## config.mk

```make
export PLATFORM = sky130hd
export DESIGN_NAME = single_wire_sensor_reader_core_flat
export DESIGN_NICKNAME = d
export VERILOG_FILES = /design/src/hw/rtl/swsr_pkg.sv /design/src/hw/rtl/swsr_ifs.sv /design/src/hw/rtl/swsr_cfg_regs.sv /design/src/hw/rtl/swsr_engine.sv /design/src/hw/rtl/single_wire_sensor_reader_core.sv /design/src/flat_wrapper.sv
export VERILOG_INCLUDE_DIRS = /design/src /design/src/hw/rtl
export SDC_FILE = /design/constraint.sdc
export NUM_CORES = 1
export LEC_CHECK = 0
export ABC_CLOCK_PERIOD_IN_PS = 10820
export BUFFER_PORTS_ARGS = -buffer_cell sky130_fd_sc_hd__buf_2
export CAP_MARGIN = 0
export CORE_ASPECT_RATIO = 1.2
export CORE_UTILIZATION = 35
export CTS_BUF_LIST = sky130_fd_sc_hd__clkbuf_8
export DETAILED_ROUTE_END_ITERATION = 8
export HOLD_SLACK_MARGIN = 0.15
export PLACE_DENSITY = 0.54
export SLEW_MARGIN = 20
export SYNTH_ARGS = -nofsm -noshare
export SYNTH_HDL_FRONTEND = slang
export SYNTH_HIERARCHICAL = 1
export SYNTH_SLANG_ARGS = --single-unit
```

## constraint.sdc

```tcl
create_clock -name clk_i -period 10.82 [get_ports clk_i]
set_input_delay 0 -clock clk_i [delete_from_list [all_inputs] [get_ports clk_i]]
set_output_delay 0 -clock clk_i [all_outputs]
set_load 0.02 [all_outputs]
```

## src/hw/rtl/assert_macros.svh

```systemverilog
// assertion macros for the rtl of the sensor reader
// expects clk_i and rst_ni in the scope where a macro is used
`ifndef ASSERT_MACROS_SVH
`define ASSERT_MACROS_SVH

// checked only while out of reset
`define SWSR_ASSERT(name, prop) \
  name: assert property (@(posedge clk_i) disable iff (!rst_ni) prop) \
    else $error("swsr assertion failed");

// checked at every edge, reset included
`define SWSR_ASSERT_ALWAYS(name, prop) \
  name: assert property (@(posedge clk_i) prop) \
    else $error("swsr assertion failed");

`endif

```

## src/hw/rtl/swsr_pkg.sv

```systemverilog
// types, codes and constants of the single wire sensor reader
// no dependencies
`default_nettype none

package swsr_pkg;

  localparam int MaxBits = 40;
  localparam int WordW   = 40;
  localparam int CntW    = 6;
  localparam int TickW   = 16;
  localparam int WidthW  = 8;
  localparam int CfgIdxW = 3;
  localparam int CfgDatW = 16;

  // sequencer phases
  localparam logic [2:0] PhIdle      = 3'd0;
  localparam logic [2:0] PhStartLow  = 3'd1;
  localparam logic [2:0] PhStartHigh = 3'd2;
  localparam logic [2:0] PhResponse  = 3'd3;
  localparam logic [2:0] PhBits      = 3'd4;
  localparam logic [2:0] PhDone      = 3'd5;
  localparam logic [2:0] PhNoResp    = 3'd6;

  // status codes
  localparam logic [1:0] StIdle   = 2'd0;
  localparam logic [1:0] StBusy   = 2'd1;
  localparam logic [1:0] StDone   = 2'd2;
  localparam logic [1:0] StNoResp = 2'd3;

  // register indexes
  localparam logic [CfgIdxW-1:0] CfgStartLow  = 3'd0;
  localparam logic [CfgIdxW-1:0] CfgStartHigh = 3'd1;
  localparam logic [CfgIdxW-1:0] CfgRespTo    = 3'd2;
  localparam logic [CfgIdxW-1:0] CfgOneMin    = 3'd3;
  localparam logic [CfgIdxW-1:0] CfgOneMax    = 3'd4;
  localparam logic [CfgIdxW-1:0] CfgZeroMin   = 3'd5;
  localparam logic [CfgIdxW-1:0] CfgZeroMax   = 3'd6;

  localparam logic [TickW-1:0]  RstStartLow  = 16'd25000;
  localparam logic [WidthW-1:0] RstStartHigh = 8'd30;
  localparam logic [TickW-1:0]  RstRespTo    = 16'd32000;
  localparam logic [WidthW-1:0] RstOneMin    = 8'd55;
  localparam logic [WidthW-1:0] RstOneMax    = 8'd75;
  localparam logic [WidthW-1:0] RstZeroMin   = 8'd10;
  localparam logic [WidthW-1:0] RstZeroMax   = 8'd30;

  typedef struct packed {
    logic [TickW-1:0]  start_low_ticks;
    logic [WidthW-1:0] start_high_ticks;
    logic [TickW-1:0]  response_timeout;
    logic [WidthW-1:0] one_min_width;
    logic [WidthW-1:0] one_max_width;
    logic [WidthW-1:0] zero_min_width;
    logic [WidthW-1:0] zero_max_width;
  } swsr_cfg_t;

  typedef struct packed {
    logic            req_type;
    logic            line_level;
    logic [CntW-1:0] bits_wanted;
  } swsr_item_t;

  typedef struct packed {
    logic             drive_enable;
    logic             drive_value;
    logic             bit_valid;
    logic             bit_value;
    logic [CntW-1:0]  bit_index;
    logic             last_bit;
    logic [1:0]       status;
    logic [WordW-1:0] data_word;
  } swsr_res_t;

endpackage

`default_nettype wire

```

## src/hw/rtl/swsr_ifs.sv

```systemverilog
// valid/ready channel interfaces of the sensor reader: input, result, register write
// depends on swsr_pkg
`default_nettype none

interface swsr_in_if;
  logic                       valid;
  logic                       ready;
  logic                       req_type;
  logic                       line_level;
  logic [swsr_pkg::CntW-1:0]  bits_wanted;
  modport source (output valid, req_type, line_level, bits_wanted, input ready);
  modport sink   (input valid, req_type, line_level, bits_wanted, output ready);
endinterface

interface swsr_out_if;
  logic                       valid;
  logic                       ready;
  logic                       drive_enable;
  logic                       drive_value;
  logic                       bit_valid;
  logic                       bit_value;
  logic [swsr_pkg::CntW-1:0]  bit_index;
  logic                       last_bit;
  logic [1:0]                 status;
  logic [swsr_pkg::WordW-1:0] data_word;
  modport source (output valid, drive_enable, drive_value, bit_valid, bit_value,
                  bit_index, last_bit, status, data_word, input ready);
  modport sink   (input valid, drive_enable, drive_value, bit_valid, bit_value,
                  bit_index, last_bit, status, data_word, output ready);
endinterface

interface swsr_cfg_if;
  logic                         valid;
  logic                         ready;
  logic [swsr_pkg::CfgIdxW-1:0] index;
  logic [swsr_pkg::CfgDatW-1:0] data;
  modport source (output valid, index, data, input ready);
  modport sink   (input valid, index, data, output ready);
endinterface

`default_nettype wire

```

## src/hw/rtl/swsr_cfg_regs.sv

```systemverilog
// configuration register file of the sensor reader
// depends on swsr_pkg and swsr_cfg_if
`default_nettype none

module swsr_cfg_regs (
  input  wire                 clk_i,
  input  wire                 rst_ni,
  swsr_cfg_if.sink            cfg_i,
  output swsr_pkg::swsr_cfg_t cfg_o
);
  import swsr_pkg::*;

  swsr_cfg_t cfg_q, cfg_d;

  assign cfg_i.ready = 1'b1;
  assign cfg_o       = cfg_q;

  always_comb begin
    cfg_d = cfg_q;
    if (cfg_i.valid) begin
      unique case (cfg_i.index)
        CfgStartLow:  cfg_d.start_low_ticks  = cfg_i.data;
        CfgStartHigh: cfg_d.start_high_ticks = cfg_i.data[WidthW-1:0];
        CfgRespTo:    cfg_d.response_timeout = cfg_i.data;
        CfgOneMin:    cfg_d.one_min_width    = cfg_i.data[WidthW-1:0];
        CfgOneMax:    cfg_d.one_max_width    = cfg_i.data[WidthW-1:0];
        CfgZeroMin:   cfg_d.zero_min_width   = cfg_i.data[WidthW-1:0];
        CfgZeroMax:   cfg_d.zero_max_width   = cfg_i.data[WidthW-1:0];
        default:      cfg_d = cfg_q;
      endcase
    end
  end

  always_ff @(posedge clk_i or negedge rst_ni) begin
    if (!rst_ni) begin
      cfg_q.start_low_ticks  <= RstStartLow;
      cfg_q.start_high_ticks <= RstStartHigh;
      cfg_q.response_timeout <= RstRespTo;
      cfg_q.one_min_width    <= RstOneMin;
      cfg_q.one_max_width    <= RstOneMax;
      cfg_q.zero_min_width   <= RstZeroMin;
      cfg_q.zero_max_width   <= RstZeroMax;
    end else begin
      cfg_q <= cfg_d;
    end
  end

endmodule

`default_nettype wire

```

## src/hw/rtl/swsr_engine.sv

```systemverilog
// bus sequencer state and one-word step logic of the sensor reader
// depends on swsr_pkg
`default_nettype none

module swsr_engine (
  input  wire                  clk_i,
  input  wire                  rst_ni,
  input  wire                  step_i,
  input  swsr_pkg::swsr_item_t item_i,
  input  swsr_pkg::swsr_cfg_t  cfg_i,
  output swsr_pkg::swsr_res_t  res_o
);
  import swsr_pkg::*;

  logic [2:0]       phase_q, phase_d;
  logic [TickW-1:0] tick_q, tick_d;
  logic [CntW-1:0]  rcvd_q, rcvd_d;
  logic [CntW-1:0]  target_q, target_d;
  logic [WordW-1:0] word_q, word_d;
  logic             prev_q, prev_d;

  logic [TickW-1:0] tick_inc;
  logic [TickW-1:0] low_lim, high_lim, to_lim;
  logic [CntW-1:0]  wanted;
  logic [CntW-1:0]  rcvd_inc;
  logic             one_hit, zero_hit, expect_lvl;

  assign tick_inc = tick_q + 16'd1;
  assign rcvd_inc = rcvd_q + 6'd1;
  // zero limits behave as one tick
  assign low_lim  = (cfg_i.start_low_ticks == '0) ? 16'd1 : cfg_i.start_low_ticks;
  assign high_lim = (cfg_i.start_high_ticks == '0) ? 16'd1
                                                   : {8'd0, cfg_i.start_high_ticks};
  assign to_lim   = (cfg_i.response_timeout == '0) ? 16'd1 : cfg_i.response_timeout;

  always_comb begin
    if (item_i.bits_wanted == '0) begin
      wanted = 6'd1;
    end else if (item_i.bits_wanted > CntW'(MaxBits)) begin
      wanted = CntW'(MaxBits);
    end else begin
      wanted = item_i.bits_wanted;
    end
  end

  assign one_hit  = (tick_q >= {8'd0, cfg_i.one_min_width}) &&
                    (tick_q <= {8'd0, cfg_i.one_max_width});
  assign zero_hit = (tick_q >= {8'd0, cfg_i.zero_min_width}) &&
                    (tick_q <= {8'd0, cfg_i.zero_max_width});
  // the middle response wait looks for high
  assign expect_lvl = (rcvd_q == 6'd1);

  always_comb begin
    phase_d  = phase_q;
    tick_d   = tick_q;
    rcvd_d   = rcvd_q;
    target_d = target_q;
    word_d   = word_q;
    prev_d   = prev_q;
    res_o    = '0;

    if (item_i.req_type) begin
      target_d = wanted;
      rcvd_d   = '0;
      word_d   = '0;
      tick_d   = '0;
      prev_d   = 1'b1;
      phase_d  = PhStartLow;
    end else begin
      prev_d = item_i.line_level;
      unique case (phase_q)
        PhStartLow: begin
          tick_d = tick_inc;
          if (tick_inc >= low_lim) begin
            tick_d  = '0;
            phase_d = PhStartHigh;
          end
        end
        PhStartHigh: begin
          tick_d = tick_inc;
          if (tick_inc >= high_lim) begin
            tick_d  = '0;
            rcvd_d  = '0;
            phase_d = PhResponse;
          end
        end
        PhResponse: begin
          if (item_i.line_level == expect_lvl) begin
            tick_d = '0;
            if (rcvd_q >= 6'd2) begin
              rcvd_d  = '0;
              phase_d = PhBits;
            end else begin
              rcvd_d = rcvd_inc;
            end
          end else begin
            tick_d = tick_inc;
            if (tick_inc >= to_lim) begin
              tick_d  = '0;
              rcvd_d  = '0;
              phase_d = PhNoResp;
            end
          end
        end
        PhBits: begin
          if (item_i.line_level) begin
            if (!prev_q) begin
              tick_d = 16'd1;
            end else if (tick_q != '1) begin
              tick_d = tick_inc;
            end
          end else if (prev_q) begin
            tick_d = '0;
            if (one_hit || zero_hit) begin
              res_o.bit_valid = 1'b1;
              res_o.bit_value = one_hit;
              res_o.bit_index = rcvd_q;
              word_d = {word_q[WordW-2:0], one_hit};
              rcvd_d = rcvd_inc;
              if (rcvd_inc >= target_q) begin
                res_o.last_bit = 1'b1;
                phase_d        = PhDone;
              end
            end
          end
        end
        default: ;
      endcase
    end

    res_o.drive_enable = (phase_d == PhStartLow) || (phase_d == PhStartHigh);
    res_o.drive_value  = (phase_d == PhStartHigh);
    res_o.data_word    = word_d;
    priority if (phase_d == PhDone) begin
      res_o.status = StDone;
    end else if (phase_d == PhNoResp) begin
      res_o.status = StNoResp;
    end else if (phase_d == PhIdle) begin
      res_o.status = StIdle;
    end else begin
      res_o.status = StBusy;
    end
  end

  always_ff @(posedge clk_i or negedge rst_ni) begin
    if (!rst_ni) begin
      phase_q  <= PhIdle;
      tick_q   <= '0;
      rcvd_q   <= '0;
      target_q <= '0;
      word_q   <= '0;
      prev_q   <= 1'b1;
    end else if (step_i) begin
      phase_q  <= phase_d;
      tick_q   <= tick_d;
      rcvd_q   <= rcvd_d;
      target_q <= target_d;
      word_q   <= word_d;
      prev_q   <= prev_d;
    end
  end

endmodule

`default_nettype wire

```

## src/hw/rtl/single_wire_sensor_reader_core.sv

```systemverilog
// Single wire temperature/humidity sensor bus master.
// Channels: in_i carries one word per microsecond: a tick with the sampled line
// level, or a start request with the bit count. out_o returns exactly one word
// per input word: line drive enable/value, a decoded bit with its index and
// last flag, the read status and the gathered data word. cfg_i writes the
// seven timing registers by index; it is always ready and must be used only
// while no word is in flight.
// Path: an input word lands in the input register at acceptance and its result
// is registered in the output register when the word advances.
// Throughput: one word per cycle while out_o.ready is high; the sequencer state
// and counter update in a single step between the two registers.
// Reset: both registers empty, sequencer idle, registers at their defaults.
// Stall: while out_o.ready is low the result waits in the output register and
// one more input word is taken into the input register, then in_i.ready drops.
// depends on swsr_pkg, swsr_ifs, swsr_cfg_regs, swsr_engine, assert_macros.svh
`default_nettype none

`include "assert_macros.svh"

module single_wire_sensor_reader_core (
  input  wire        clk_i,
  input  wire        rst_ni,
  swsr_in_if.sink    in_i,
  swsr_out_if.source out_o,
  swsr_cfg_if.sink   cfg_i
);
  import swsr_pkg::*;

  swsr_cfg_t  cfg;
  swsr_item_t in_q;
  logic       in_valid_q, in_valid_d;
  swsr_res_t  res, out_q;
  logic       out_valid_q, out_valid_d;
  logic       advance, in_take;

  swsr_cfg_regs u_cfg (
    .clk_i  (clk_i),
    .rst_ni (rst_ni),
    .cfg_i  (cfg_i),
    .cfg_o  (cfg)
  );

  swsr_engine u_engine (
    .clk_i  (clk_i),
    .rst_ni (rst_ni),
    .step_i (advance),
    .item_i (in_q),
    .cfg_i  (cfg),
    .res_o  (res)
  );

  // the held word moves on when the output register is free or being drained
  assign advance    = in_valid_q && (!out_valid_q || out_o.ready);
  assign in_i.ready = !in_valid_q || advance;
  assign in_take    = in_i.valid && in_i.ready;

  assign in_valid_d  = in_take ? 1'b1 : (advance ? 1'b0 : in_valid_q);
  assign out_valid_d = advance ? 1'b1 : (out_o.ready ? 1'b0 : out_valid_q);

  always_ff @(posedge clk_i or negedge rst_ni) begin
    if (!rst_ni) begin
      in_valid_q  <= 1'b0;
      out_valid_q <= 1'b0;
    end else begin
      in_valid_q  <= in_valid_d;
      out_valid_q <= out_valid_d;
    end
  end

  always_ff @(posedge clk_i) begin
    if (in_take) begin
      in_q.req_type    <= in_i.req_type;
      in_q.line_level  <= in_i.line_level;
      in_q.bits_wanted <= in_i.bits_wanted;
    end
    if (advance) begin
      out_q <= res;
    end
  end

  assign out_o.valid        = out_valid_q;
  assign out_o.drive_enable = out_q.drive_enable;
  assign out_o.drive_value  = out_q.drive_value;
  assign out_o.bit_valid    = out_q.bit_valid;
  assign out_o.bit_value    = out_q.bit_value;
  assign out_o.bit_index    = out_q.bit_index;
  assign out_o.last_bit     = out_q.last_bit;
  assign out_o.status       = out_q.status;
  assign out_o.data_word    = out_q.data_word;

  `SWSR_ASSERT(a_drive_only_busy, out_valid_q && out_q.drive_enable |-> out_q.status == StBusy)
  `SWSR_ASSERT(a_last_means_done, out_valid_q && out_q.last_bit |-> out_q.bit_valid && out_q.status == StDone)
  `SWSR_ASSERT(a_no_bit_no_fields, out_valid_q && !out_q.bit_valid |-> !out_q.bit_value && !out_q.last_bit && out_q.bit_index == '0)
  `SWSR_ASSERT(a_held_word_kept, in_valid_q && !advance |=> in_valid_q && $stable(in_q))
  `SWSR_ASSERT_ALWAYS(a_ready_when_empty, !in_valid_q |-> in_i.ready)

endmodule

`default_nettype wire
```

## src/flat_wrapper.sv

```systemverilog
// flat-port wrapper written by rule: the top's interface ports become plain ports
module single_wire_sensor_reader_core_flat import swsr_pkg::*;
  (clk_i, rst_ni, in_i_valid, in_i_req_type, in_i_line_level, in_i_bits_wanted, in_i_ready, out_o_valid, out_o_drive_enable, out_o_drive_value, out_o_bit_valid, out_o_bit_value, out_o_bit_index, out_o_last_bit, out_o_status, out_o_data_word, out_o_ready, cfg_i_valid, cfg_i_index, cfg_i_data, cfg_i_ready);
  swsr_in_if in_i_i ();
  swsr_out_if out_o_i ();
  swsr_cfg_if cfg_i_i ();
  input  wire clk_i;
  input  wire rst_ni;
  input wire logic [$bits(in_i_i.valid)-1:0] in_i_valid;
  input wire logic [$bits(in_i_i.req_type)-1:0] in_i_req_type;
  input wire logic [$bits(in_i_i.line_level)-1:0] in_i_line_level;
  input wire logic [$bits(in_i_i.bits_wanted)-1:0] in_i_bits_wanted;
  output wire logic [$bits(in_i_i.ready)-1:0] in_i_ready;
  output wire logic [$bits(out_o_i.valid)-1:0] out_o_valid;
  output wire logic [$bits(out_o_i.drive_enable)-1:0] out_o_drive_enable;
  output wire logic [$bits(out_o_i.drive_value)-1:0] out_o_drive_value;
  output wire logic [$bits(out_o_i.bit_valid)-1:0] out_o_bit_valid;
  output wire logic [$bits(out_o_i.bit_value)-1:0] out_o_bit_value;
  output wire logic [$bits(out_o_i.bit_index)-1:0] out_o_bit_index;
  output wire logic [$bits(out_o_i.last_bit)-1:0] out_o_last_bit;
  output wire logic [$bits(out_o_i.status)-1:0] out_o_status;
  output wire logic [$bits(out_o_i.data_word)-1:0] out_o_data_word;
  input wire logic [$bits(out_o_i.ready)-1:0] out_o_ready;
  input wire logic [$bits(cfg_i_i.valid)-1:0] cfg_i_valid;
  input wire logic [$bits(cfg_i_i.index)-1:0] cfg_i_index;
  input wire logic [$bits(cfg_i_i.data)-1:0] cfg_i_data;
  output wire logic [$bits(cfg_i_i.ready)-1:0] cfg_i_ready;
  assign in_i_i.valid = in_i_valid;
  assign in_i_i.req_type = in_i_req_type;
  assign in_i_i.line_level = in_i_line_level;
  assign in_i_i.bits_wanted = in_i_bits_wanted;
  assign in_i_ready = in_i_i.ready;
  assign out_o_valid = out_o_i.valid;
  assign out_o_drive_enable = out_o_i.drive_enable;
  assign out_o_drive_value = out_o_i.drive_value;
  assign out_o_bit_valid = out_o_i.bit_valid;
  assign out_o_bit_value = out_o_i.bit_value;
  assign out_o_bit_index = out_o_i.bit_index;
  assign out_o_last_bit = out_o_i.last_bit;
  assign out_o_status = out_o_i.status;
  assign out_o_data_word = out_o_i.data_word;
  assign out_o_i.ready = out_o_ready;
  assign cfg_i_i.valid = cfg_i_valid;
  assign cfg_i_i.index = cfg_i_index;
  assign cfg_i_i.data = cfg_i_data;
  assign cfg_i_ready = cfg_i_i.ready;
  single_wire_sensor_reader_core u_core (.clk_i(clk_i), .rst_ni(rst_ni), .in_i(in_i_i), .out_o(out_o_i), .cfg_i(cfg_i_i));
endmodule
```

; Yosys cells after proc, flatten, opt, wreduce, memory -nomap -nowiden
; Cells that the tools add are included.
[word_totals]
register_bits = 207
inputBits = 32
elab_cells = 148
out_inout_bits = 56
[classes]
bitwise = 3
mux = 49
reduce_logical = 33
eq_ne = 24
addsub = 2
magnitude_cmp = 10
[ops]
columns = cell, count
row1 = 40-bit two-way mux, 5
row2 = 16-bit two-way mux, 11
row3 = 16-bit one-hot mux with 4 select lines, 1
row4 = 6-bit two-way mux, 10
row5 = 16-bit by 8-bit greater-or-equal comparator with 1-bit output, 3
row6 = 16-bit greater-or-equal comparator, 2
row7 = 16-bit by 8-bit <= comparator with 1-bit output, 2
row8 = 16-bit logical NOT, 2
row9 = 3-bit two-way mux, 10
row10 = 3-bit equality test (second input constant), 6
row11 = 6-bit one-hot mux with 3 select lines, 1
row12 = 16-bit by 1-bit adder with 16-bit output (second input constant), 1
row13 = 16-bit inequality test (second input constant), 1
row14 = 2-bit AND reduction, 8
row15 = 3-bit by 2-bit equality test with 1-bit output (second input constant), 5
row16 = 3-bit by 2-bit inequality test with 1-bit output (second input constant), 4
row17 = 3-bit one-hot mux with 4 select lines, 1
row18 = 3-bit by 1-bit equality test with 1-bit output (second input constant), 3
row19 = 9-bit two-way mux, 1
row20 = 8-bit logical NOT, 1
row21 = 1-bit two-way mux, 8
row22 = 8-bit two-way mux, 1
row23 = 7-bit AND reduction, 1
row24 = 6-bit by 1-bit adder with 6-bit output (second input constant), 1
row25 = 21 further kinds, 32

; Depth between registers and ports, before layout
; Gate-level depths: netlist of run 1.
[depth]
word_depth = 11
depth_mapped = 15
mapped_depth_nobuf = 13

; Hierarchy
; The synthesis of run 1 kept the hierarchy.
[modules_own_cells]
columns = module, area_per_inst_um2, cells_each, seq_area_each_um2, instances
row1 = swsr_engine, 6413.7, 768, 1803.0, 1
row2 = swsr_cfg_regs, 2801.4, 162, 1840.5, 1
row3 = single_wire_sensor_reader_core, 1935.6, 69, 1881.8, 1

; Worst setup path after synthesis of run 1
; No wires, ideal clock.
[synth_timing]
path_kind = register -> register
from = register u_core.u_engine.tick_q[0]
to = register u_core.out_q, in the netlist u_core/out_o.drive_enable (data pin)
t_arrival_ns = 3.325
setup_slack_ns = 7.238
path_buffers = 1
period_less_slack_ns = 3.582
stages_incl_launch_ff = 15
required_time_ns = 10.563
setup_time_ns = 0.257
cell_sequence = dfrtp_1 ha_1 and4_1 clkbuf_1 nand2_1 xnor2_1 ha_1 a21o_1 a21oi_1 nand3_1 a2111oi_4 a21oi_2 a311o_2 or3_4 mux2i_1
[synth_rtl]
columns = item, line
row1 = start: declaration, swsr_engine.sv:16  ; logic [TickW-1:0] tick_q, tick_d;
row2 = start signal: assignment, swsr_engine.sv:155  ; tick_q <= tick_d;
row3 = end signal: assignment, single_wire_sensor_reader_core.sv:77  ; out_q <= res;
row4 = end: declaration, single_wire_sensor_reader_core.sv:32  ; swsr_res_t res, out_q;

==> results of run 1 <==
==> kinds of logic (layout without fill, tap and decap cells) <==
kind of cell | Yosys count | count (layout) | synth area share (%)
flip-flops | 207 | 207 | 49.6
buffers and inverters | 132 | 292 | 4.84
AO/OA/AOI/OAI | 163 | 163 | 10.5
adder cells (fa/ha/maj) | 82 | 82 | 9.20
AND/OR/NAND/NOR | 277 | 277 | 13.0
other | 1 | 1 | 0.0336
XOR/XNOR | 23 | 23 | 1.81
multiplexers | 114 | 114 | 11.1
==> per-layer routing <==
metal,vias to the layer above,share of wire (%),track usage [%]
li1,3887,-,-
met1,3787,46,20.7
met2,133,47,26.8
met3,42,4.2,3.02
met4,0,2.5,6.08
met5,-,0,0
==> flip-flops by register name, summed over array words and instances, names as in the netlist, 6 cells and up <==
register                  count
u_core/in_q                   8
u_core/out_o.bit_index        6
u_core/out_o.data_word       40
u_core/u_cfg/cfg_o           72
u_core/u_engine/rcvd_q        6
u_core/u_engine/target_q      6
u_core/u_engine/tick_q       16
u_core/u_engine/word_q       40
==> cells in the final DEF, fill, tap and decap left out, types with 15 or more instances in the layout <==
| master | netlist | layout |
|---|---|---|
| buf_2 | 16 | 85 |
| o21ai_0 | 26 | 25 |
| nor2_1 | 74 | 74 |
| nor3_1 | 21 | 21 |
| ha_1 | 82 | 82 |
| dfrtp_1 | 114 | 114 |
| nand3_1 | 18 | 18 |
| xnor2_1 | 16 | 16 |
| o31ai_1 | 41 | 41 |
| dfstp_2 | 32 | 32 |
| nand2_1 | 71 | 71 |
| dlygate4sd3_1 | 0 | 45 |
| a21oi_1 | 30 | 30 |
| mux2_2 | 64 | 64 |
| a21o_1 | 15 | 15 |
| edfxtp_1 | 61 | 61 |
| clkbuf_8 | 0 | 43 |
| mux2i_1 | 40 | 40 |
| inv_1 | 82 | 97 |
==> through the flow <==
| step | cell area [um^2] | utilization (%) | hold WS (ns) | worst slack, ns | power (mW) |
|---|---|---|---|---|---|
| 6_report | 13100 | 41.8 | 0.178 | 6.69 | 2.03 |
| 2_1_floorplan | 11200 | - | -0.296 | 7.24 | 1.21 |
| 3_3_place_gp | 11900 | 38.1 | 0.107 | 6.81 | 1.32 |
| 4_1_cts | 13100 | 41.8 | 0.151 | 6.73 | 2.07 |
| 5_1_grt | 13100 | 41.8 | 0.193 | 6.45 | 2.16 |
| 3_5_place_dp | 11900 | 38.1 | 0.107 | 6.77 | 1.33 |
==> report_power, final <==
group | switching, mW | leakage, nW | total, mW | internal, mW
combinational | 0.196 | 3.00 | 0.361 | 0.166
sequential | 0.0603 | 2.43 | 0.970 | 0.910
clock | 0.332 | 0.423 | 0.697 | 0.365
total | 0.588 | 5.85 | 2.03 | 1.44
==> worst max-delay path, stage by stage (launching register included) <==
cell,delay [ns]
dfrtp_1,0.53
ha_1,0.30
and4_1,0.38
nand2_1,0.11
xnor2_1,0.45
ha_1,0.33
a21o_1,0.16
a21oi_1,0.19
nand3_1,0.14
a2111oi_4,0.31
a21oi_2,0.11
a311o_2,0.39
or3_4,0.34
mux2i_1,0.13
==> path summary, 6_finish.rpt <==
path	end
worst max register to register	u_core/out_o.drive_enable
worst max-delay path	u_core/out_o.drive_enable
worst min register to register	u_core/u_engine/word_q[39]
max in group asynchronous	u_core/u_engine/tick_q[15]
worst min-delay path	u_core/u_cfg/cfg_o[40]
min in group clk_i	u_core/in_q[7]
==> area by class of cell <==
type                    count  area [um^2]  share of cell area [%]
clock inverters            25          115                   0.877
flip-flops and latches    207         5530                    42.1
clock buffers              43          592                    4.51
repair buffers            141          982                    7.49
multi-input cells         660         5090                    38.8
inverters                  83          312                    2.37
well taps                 401          502                    3.82
==> flow_metrics.py, run 1 <==
metrics = {
    "global_route": {
        "grt_max_degree": 95,
        "antenna_found_initial": 0,
        "grt.total_usage_pct": 16.1,
        "grt_pass1_wl_um": 41200,
        "gr-total-overflow": 0,
        "grt_pass1_vias": 7909,
    },
    "synth": {
        "synth.top_cells.by_count": "dfrtp_1 (114), ha_1 (82), inv_1 (82)",
        "ys_ff_latch": 207,
        "syn_area_per_cell_um2": 11.2,
        "yosysTopAreaCell": "dfrtp_1",
        "synth_nets": 1113,
        "synth_cell_types": 74,
        "yosys_warnings": 6,
        "syn_area_mm2": 0.0112,
        "yosys.cell_count.top_type": "dfrtp_1",
        "postSynth.asyncResetShare_pct": 70.5,
        "synth_area_leaders": "dfrtp_1 (26%), edfxtp_1 (16%), ha_1 (9.2%), dfstp_2 (7.5%), mux2_2 (6.5%)",
        "synth.yosys.seq_area_share_pct": 49.6,
        "syn_inst": 999,
        "synthFlopType": "dfrtp_1",
        "netlist.area_leader.share_pct": 25.6,
        "synth_edf_count": 61,
    },
    "drt": {
        "routed-via-count": 7849,
        "first_pass_iters": 4,
        "drc": 0,
        "drtIter0Drc": 386,
        "totalWireLength_um": 25300,
        "routed_via_density": 5.03,
        "wl_per_cell_um": 16.2,
        "postRouteAntennaNets": 0,
    },
    "critical_path": {
        "worst_setup_path_end_kind": "flop",
        "critPathKind": "reg2reg",
        "cp.arrival_ns": 4.42,
        "reg2regPathDepth": 13,
        "reg2reg_slack_ns": 6.69,
        "cp-startpoint": "u_core/u_engine/tick_q[0]",
        "cp_max_fo": 9,
        "critPathLaunchType": "flop",
        "cp.required_ns": 11.11,
        "timing.rr.start": "u_core/u_engine/tick_q[0]",
    },
    "timing": {
        "min_period_ns": 4.13,
        "tightest_slew_ns": 0.971,
        "clock.fmax_mhz": 242,
        "setup-violations-final": 0,
        "slew_violations": 0,
        "rsz0062_at_grt": "no",
        "fin_setup_tns_ns": 0,
        "final_hold_viol_count": 0,
        "fin_crit_sh_pct": 38.2,
        "finClkSkew_ns": 0.0287,
        "slew_headroom_pct": 35.3,
    },
    "flow_run": {
        "cap_violations": 0,
    },
    "cells_and_area": {
        "num_antenna_cells": 0,
        "nets": 1244,
        "syn_to_final_growth_pct": 17.7,
        "fill_cells": 3013,
        "drive_gt1_share_pct": 23.3,
        "instances_no_fill": 1560,
    },
    "floorplanning": {
        "fp.coreArea_mm2": 0.0314,
        "io_pins": 88,
        "start_util_pct": 35.6,
        "dieArea_mm2": 0.0326,
        "die_w_um": 165,
        "die-height_um": 198,
        "fp-row-count": 71,
    },
    "clock_tree": {
        "cts.sinks": 207,
        "clockBufferDepth": 3,
        "holdBufCountCts": 46,
        "cts_tree": "done",
        "ctsHtreeMaxLevel": 2,
        "cts_resized": 0,
        "post-cts-setup-buffers": 0,
        "cts_root_buf": "clkbuf_8",
        "tritoncts.num_buffers": 37,
        "clkSlewWorstSetupHoldPaths_ns": 0.06,
        "clock_latency_ns": 0.56,
    },
    "placed_design": {
        "dp_hpwl_um": 16900,
        "portBuffers": 86,
        "placed_cells": 1446,
        "gp_congestion": 0.834,
    },
    "worst_hold_path": {
        "hold_path_class": "in2async",
    },
    "power": {
        "cellLeakagePower_nw": 5.85,
        "powerDensity_mw_per_mm2": 155,
        "peakVddDrop_mv": 0.106,
    },
    "outcome": {
        "outcome": "complete, no violations",
    },
}
Power figures use the tool's default switching activity.
==> run 2: changes to the inputs <==
- ABC_CLOCK_PERIOD_IN_PS: 10820 -> 3500
- PLACE_DENSITY: 0.54 -> 0.56
- clock period: 10.82 -> 3.5 ns (I/O delays scaled with it)
==> run 2 against run 1 <==
Effect of this change: highest routed layer unchanged; sequential power rose to 3.1 times the previous value; critical path depth up 2; power rose to 3.2 times the previous value; flip-flop and latch count unchanged; first-iteration DRC count up 12%; critical endpoint unchanged; non-clock buffer count up 76; final area up 7.0%; clock skew up 0.0016 ns.
==> flow_metrics.py, run 2 (synthesis gave the netlist of run 1 again) <==
metrics = {
    "placed_design": {
        "placed_cell_area_mm2": 0.0125,
        "pre_cts_ws_ns": -0.220,
        "portBuffers": 86,
        "placed_cells": 1509,
        "dp_hpwl_um": 17700,
        "gp_congestion": 0.856,
    },
    "critical_path": {
        "critPathKind": "reg2reg",
        "critPathLaunchType": "flop",
        "cp.required_ns": 3.79,
        "cp_max_fo": 4,
        "worst_setup_path_end_kind": "flop",
        "cp.arrival_ns": 3.76,
    },
    "drt": {
        "drc": 0,
        "totalWireLength_um": 25800,
        "wl_per_cell_um": 15.8,
        "postRouteAntennaNets": 0,
        "first_pass_iters": 4,
        "routed_via_density": 4.96,
        "routed-via-count": 8115,
        "drtIter0Drc": 431,
    },
    "clock_tree": {
        "clockBufferDepth": 3,
        "clkSlewWorstSetupHoldPaths_ns": 0.06,
        "cts.sinks": 207,
        "cts_tree": "done",
        "ctsHtreeMaxLevel": 2,
        "clock_latency_ns": 0.55,
        "cts_root_buf": "clkbuf_8",
        "tritoncts.num_buffers": 37,
    },
    "cells_and_area": {
        "nets": 1320,
        "num_antenna_cells": 0,
        "syn_to_final_growth_pct": 25.9,
        "largest_register_ffs": 72,
        "fin_util_pct": 44.8,
        "final_cell_mix": "dfrtp_1 (112), inv_1 (93), buf_2 (85)",
        "final_common_cell": "dfrtp_1",
        "drive_gt1_share_pct": 30.8,
        "instances_no_fill": 1635,
        "final_area_mm2": 0.0140,
    },
    "global_route": {
        "antenna_found_initial": 0,
        "gr-total-overflow": 0,
        "grt.total_usage_pct": 16.1,
        "grt_pass1_vias": 8067,
        "grt_pass1_wl_um": 41500,
        "grt_max_degree": 79,
    },
    "worst_hold_path": {
        "hold_path_class": "in2reg",
    },
    "floorplanning": {
        "start_util_pct": 35.6,
        "io_pins": 88,
        "die-height_um": 198,
        "fp-row-count": 71,
        "die_w_um": 165,
        "fp.coreArea_mm2": 0.0314,
        "dieArea_mm2": 0.0326,
    },
    "power": {
        "p_int_mw": 4.62,
        "cellLeakagePower_nw": 6.28,
        "power.switching_mw": 1.84,
        "pwr-share-comb_pct": 19.6,
        "peakVddDrop_mv": 0.309,
        "powerDensity_mw_per_mm2": 461,
        "total_power_mw": 6.46,
        "seqPwrFrac_pct": 46.0,
        "p_sw_share_pct": 28.5,
        "pwr-share-clk_pct": 34.4,
    },
    "timing": {
        "layout_setup_ws_ns": 0.0334,
        "tightest_slew_ns": 0.766,
        "slew_headroom_pct": 48.9,
        "fin_setup_tns_ns": 0,
        "finClkSkew_ns": 0.0303,
        "clock.fmax_mhz": 288,
        "rsz0062_at_grt": "yes",
        "final_hold_viol_count": 0,
        "min_period_ns": 3.47,
        "fin_crit_sh_pct": 99.0,
        "hold_slack_ns": 0.242,
        "setup-violations-final": 0,
        "slew_violations": 0,
    },
    "outcome": {
        "outcome": "complete, no violations",
    },
    "flow_run": {
        "cap_violations": 0,
    },
}
-- run 2: path summary, 6_finish.rpt --
check                                           start                          to  slack, ns  cells past startpoint
setup reg to reg            u_core/u_engine/tick_q[1]   u_core/out_o.drive_enable       0.03                     15
setup / recovery            u_core/u_engine/tick_q[1]   u_core/out_o.drive_enable       0.03                     15
hold / removal                         cfg_i_data[14]      u_core/u_cfg/cfg_o[46]       0.24                      3
max in group asynchronous                      rst_ni      u_core/u_cfg/cfg_o[17]       2.48                      4
min in group asynchronous                      rst_ni      u_core/u_engine/prev_q       0.60                      3
hold reg to reg            u_core/u_engine/word_q[39]  u_core/u_engine/word_q[39]       0.49                      2
-- run 2: worst max-delay path, cell delays in order (launching register included) --
cell       delay (ns)
dfrtp_2          0.39
buf_6            0.11
nand3_4          0.10
or2_4            0.28
nor2_2           0.15
xor2_2           0.16
buf_4            0.14
ha_4             0.19
nand3_2          0.08
nor2_1           0.06
o2bb2ai_2        0.16
a2111oi_4        0.43
a21oi_2          0.11
a311o_2          0.38
or3_4            0.34
mux2i_1          0.13
-- run 2: layout make-up --
class	instances	area, um^2
well taps	401	502
clock inverters	23	126
inverters	83	312
fillers	2992	17300
repair buffers	217	1620
flip-flops and latches	207	5530
multi-input cells	660	5340
clock buffers	44	606
-- run 2: what timing repair did --
| item | in CTS | in global routing |
|---|---|---|
| pin swaps | 12 | 24 |
| gates resized for setup | 23 | 31 |
| endpoints found under the setup margin | 20 | 28 |
| hold buffers | 51 | 0 |
| setup buffers | 2 | 6 |
| endpoints found under the hold margin | 209 | 0 |
-- run 2: power groups by stage --
| stage | sequential (mW) | combinational [mW] | clock (mW) |
|---|---|---|---|
| floorplan | 3.02 | 0.733 | 0 |
| detailed placement | 3.02 | 1.13 | 0 |
| global placement | 3.01 | 1.11 | 0 |
| CTS | 2.98 | 1.25 | 2.32 |
| finish | 2.97 | 1.27 | 2.22 |
| global route | 3.01 | 1.43 | 2.41 |
-- run 2: routing by layer --
metal,part of all wire (%),track usage [%],wire length (um)
met3,3.8,2.75,970
met5,0,0,0
met2,48,26.8,12300
met1,45,20.6,11700
met4,3.1,6.39,805
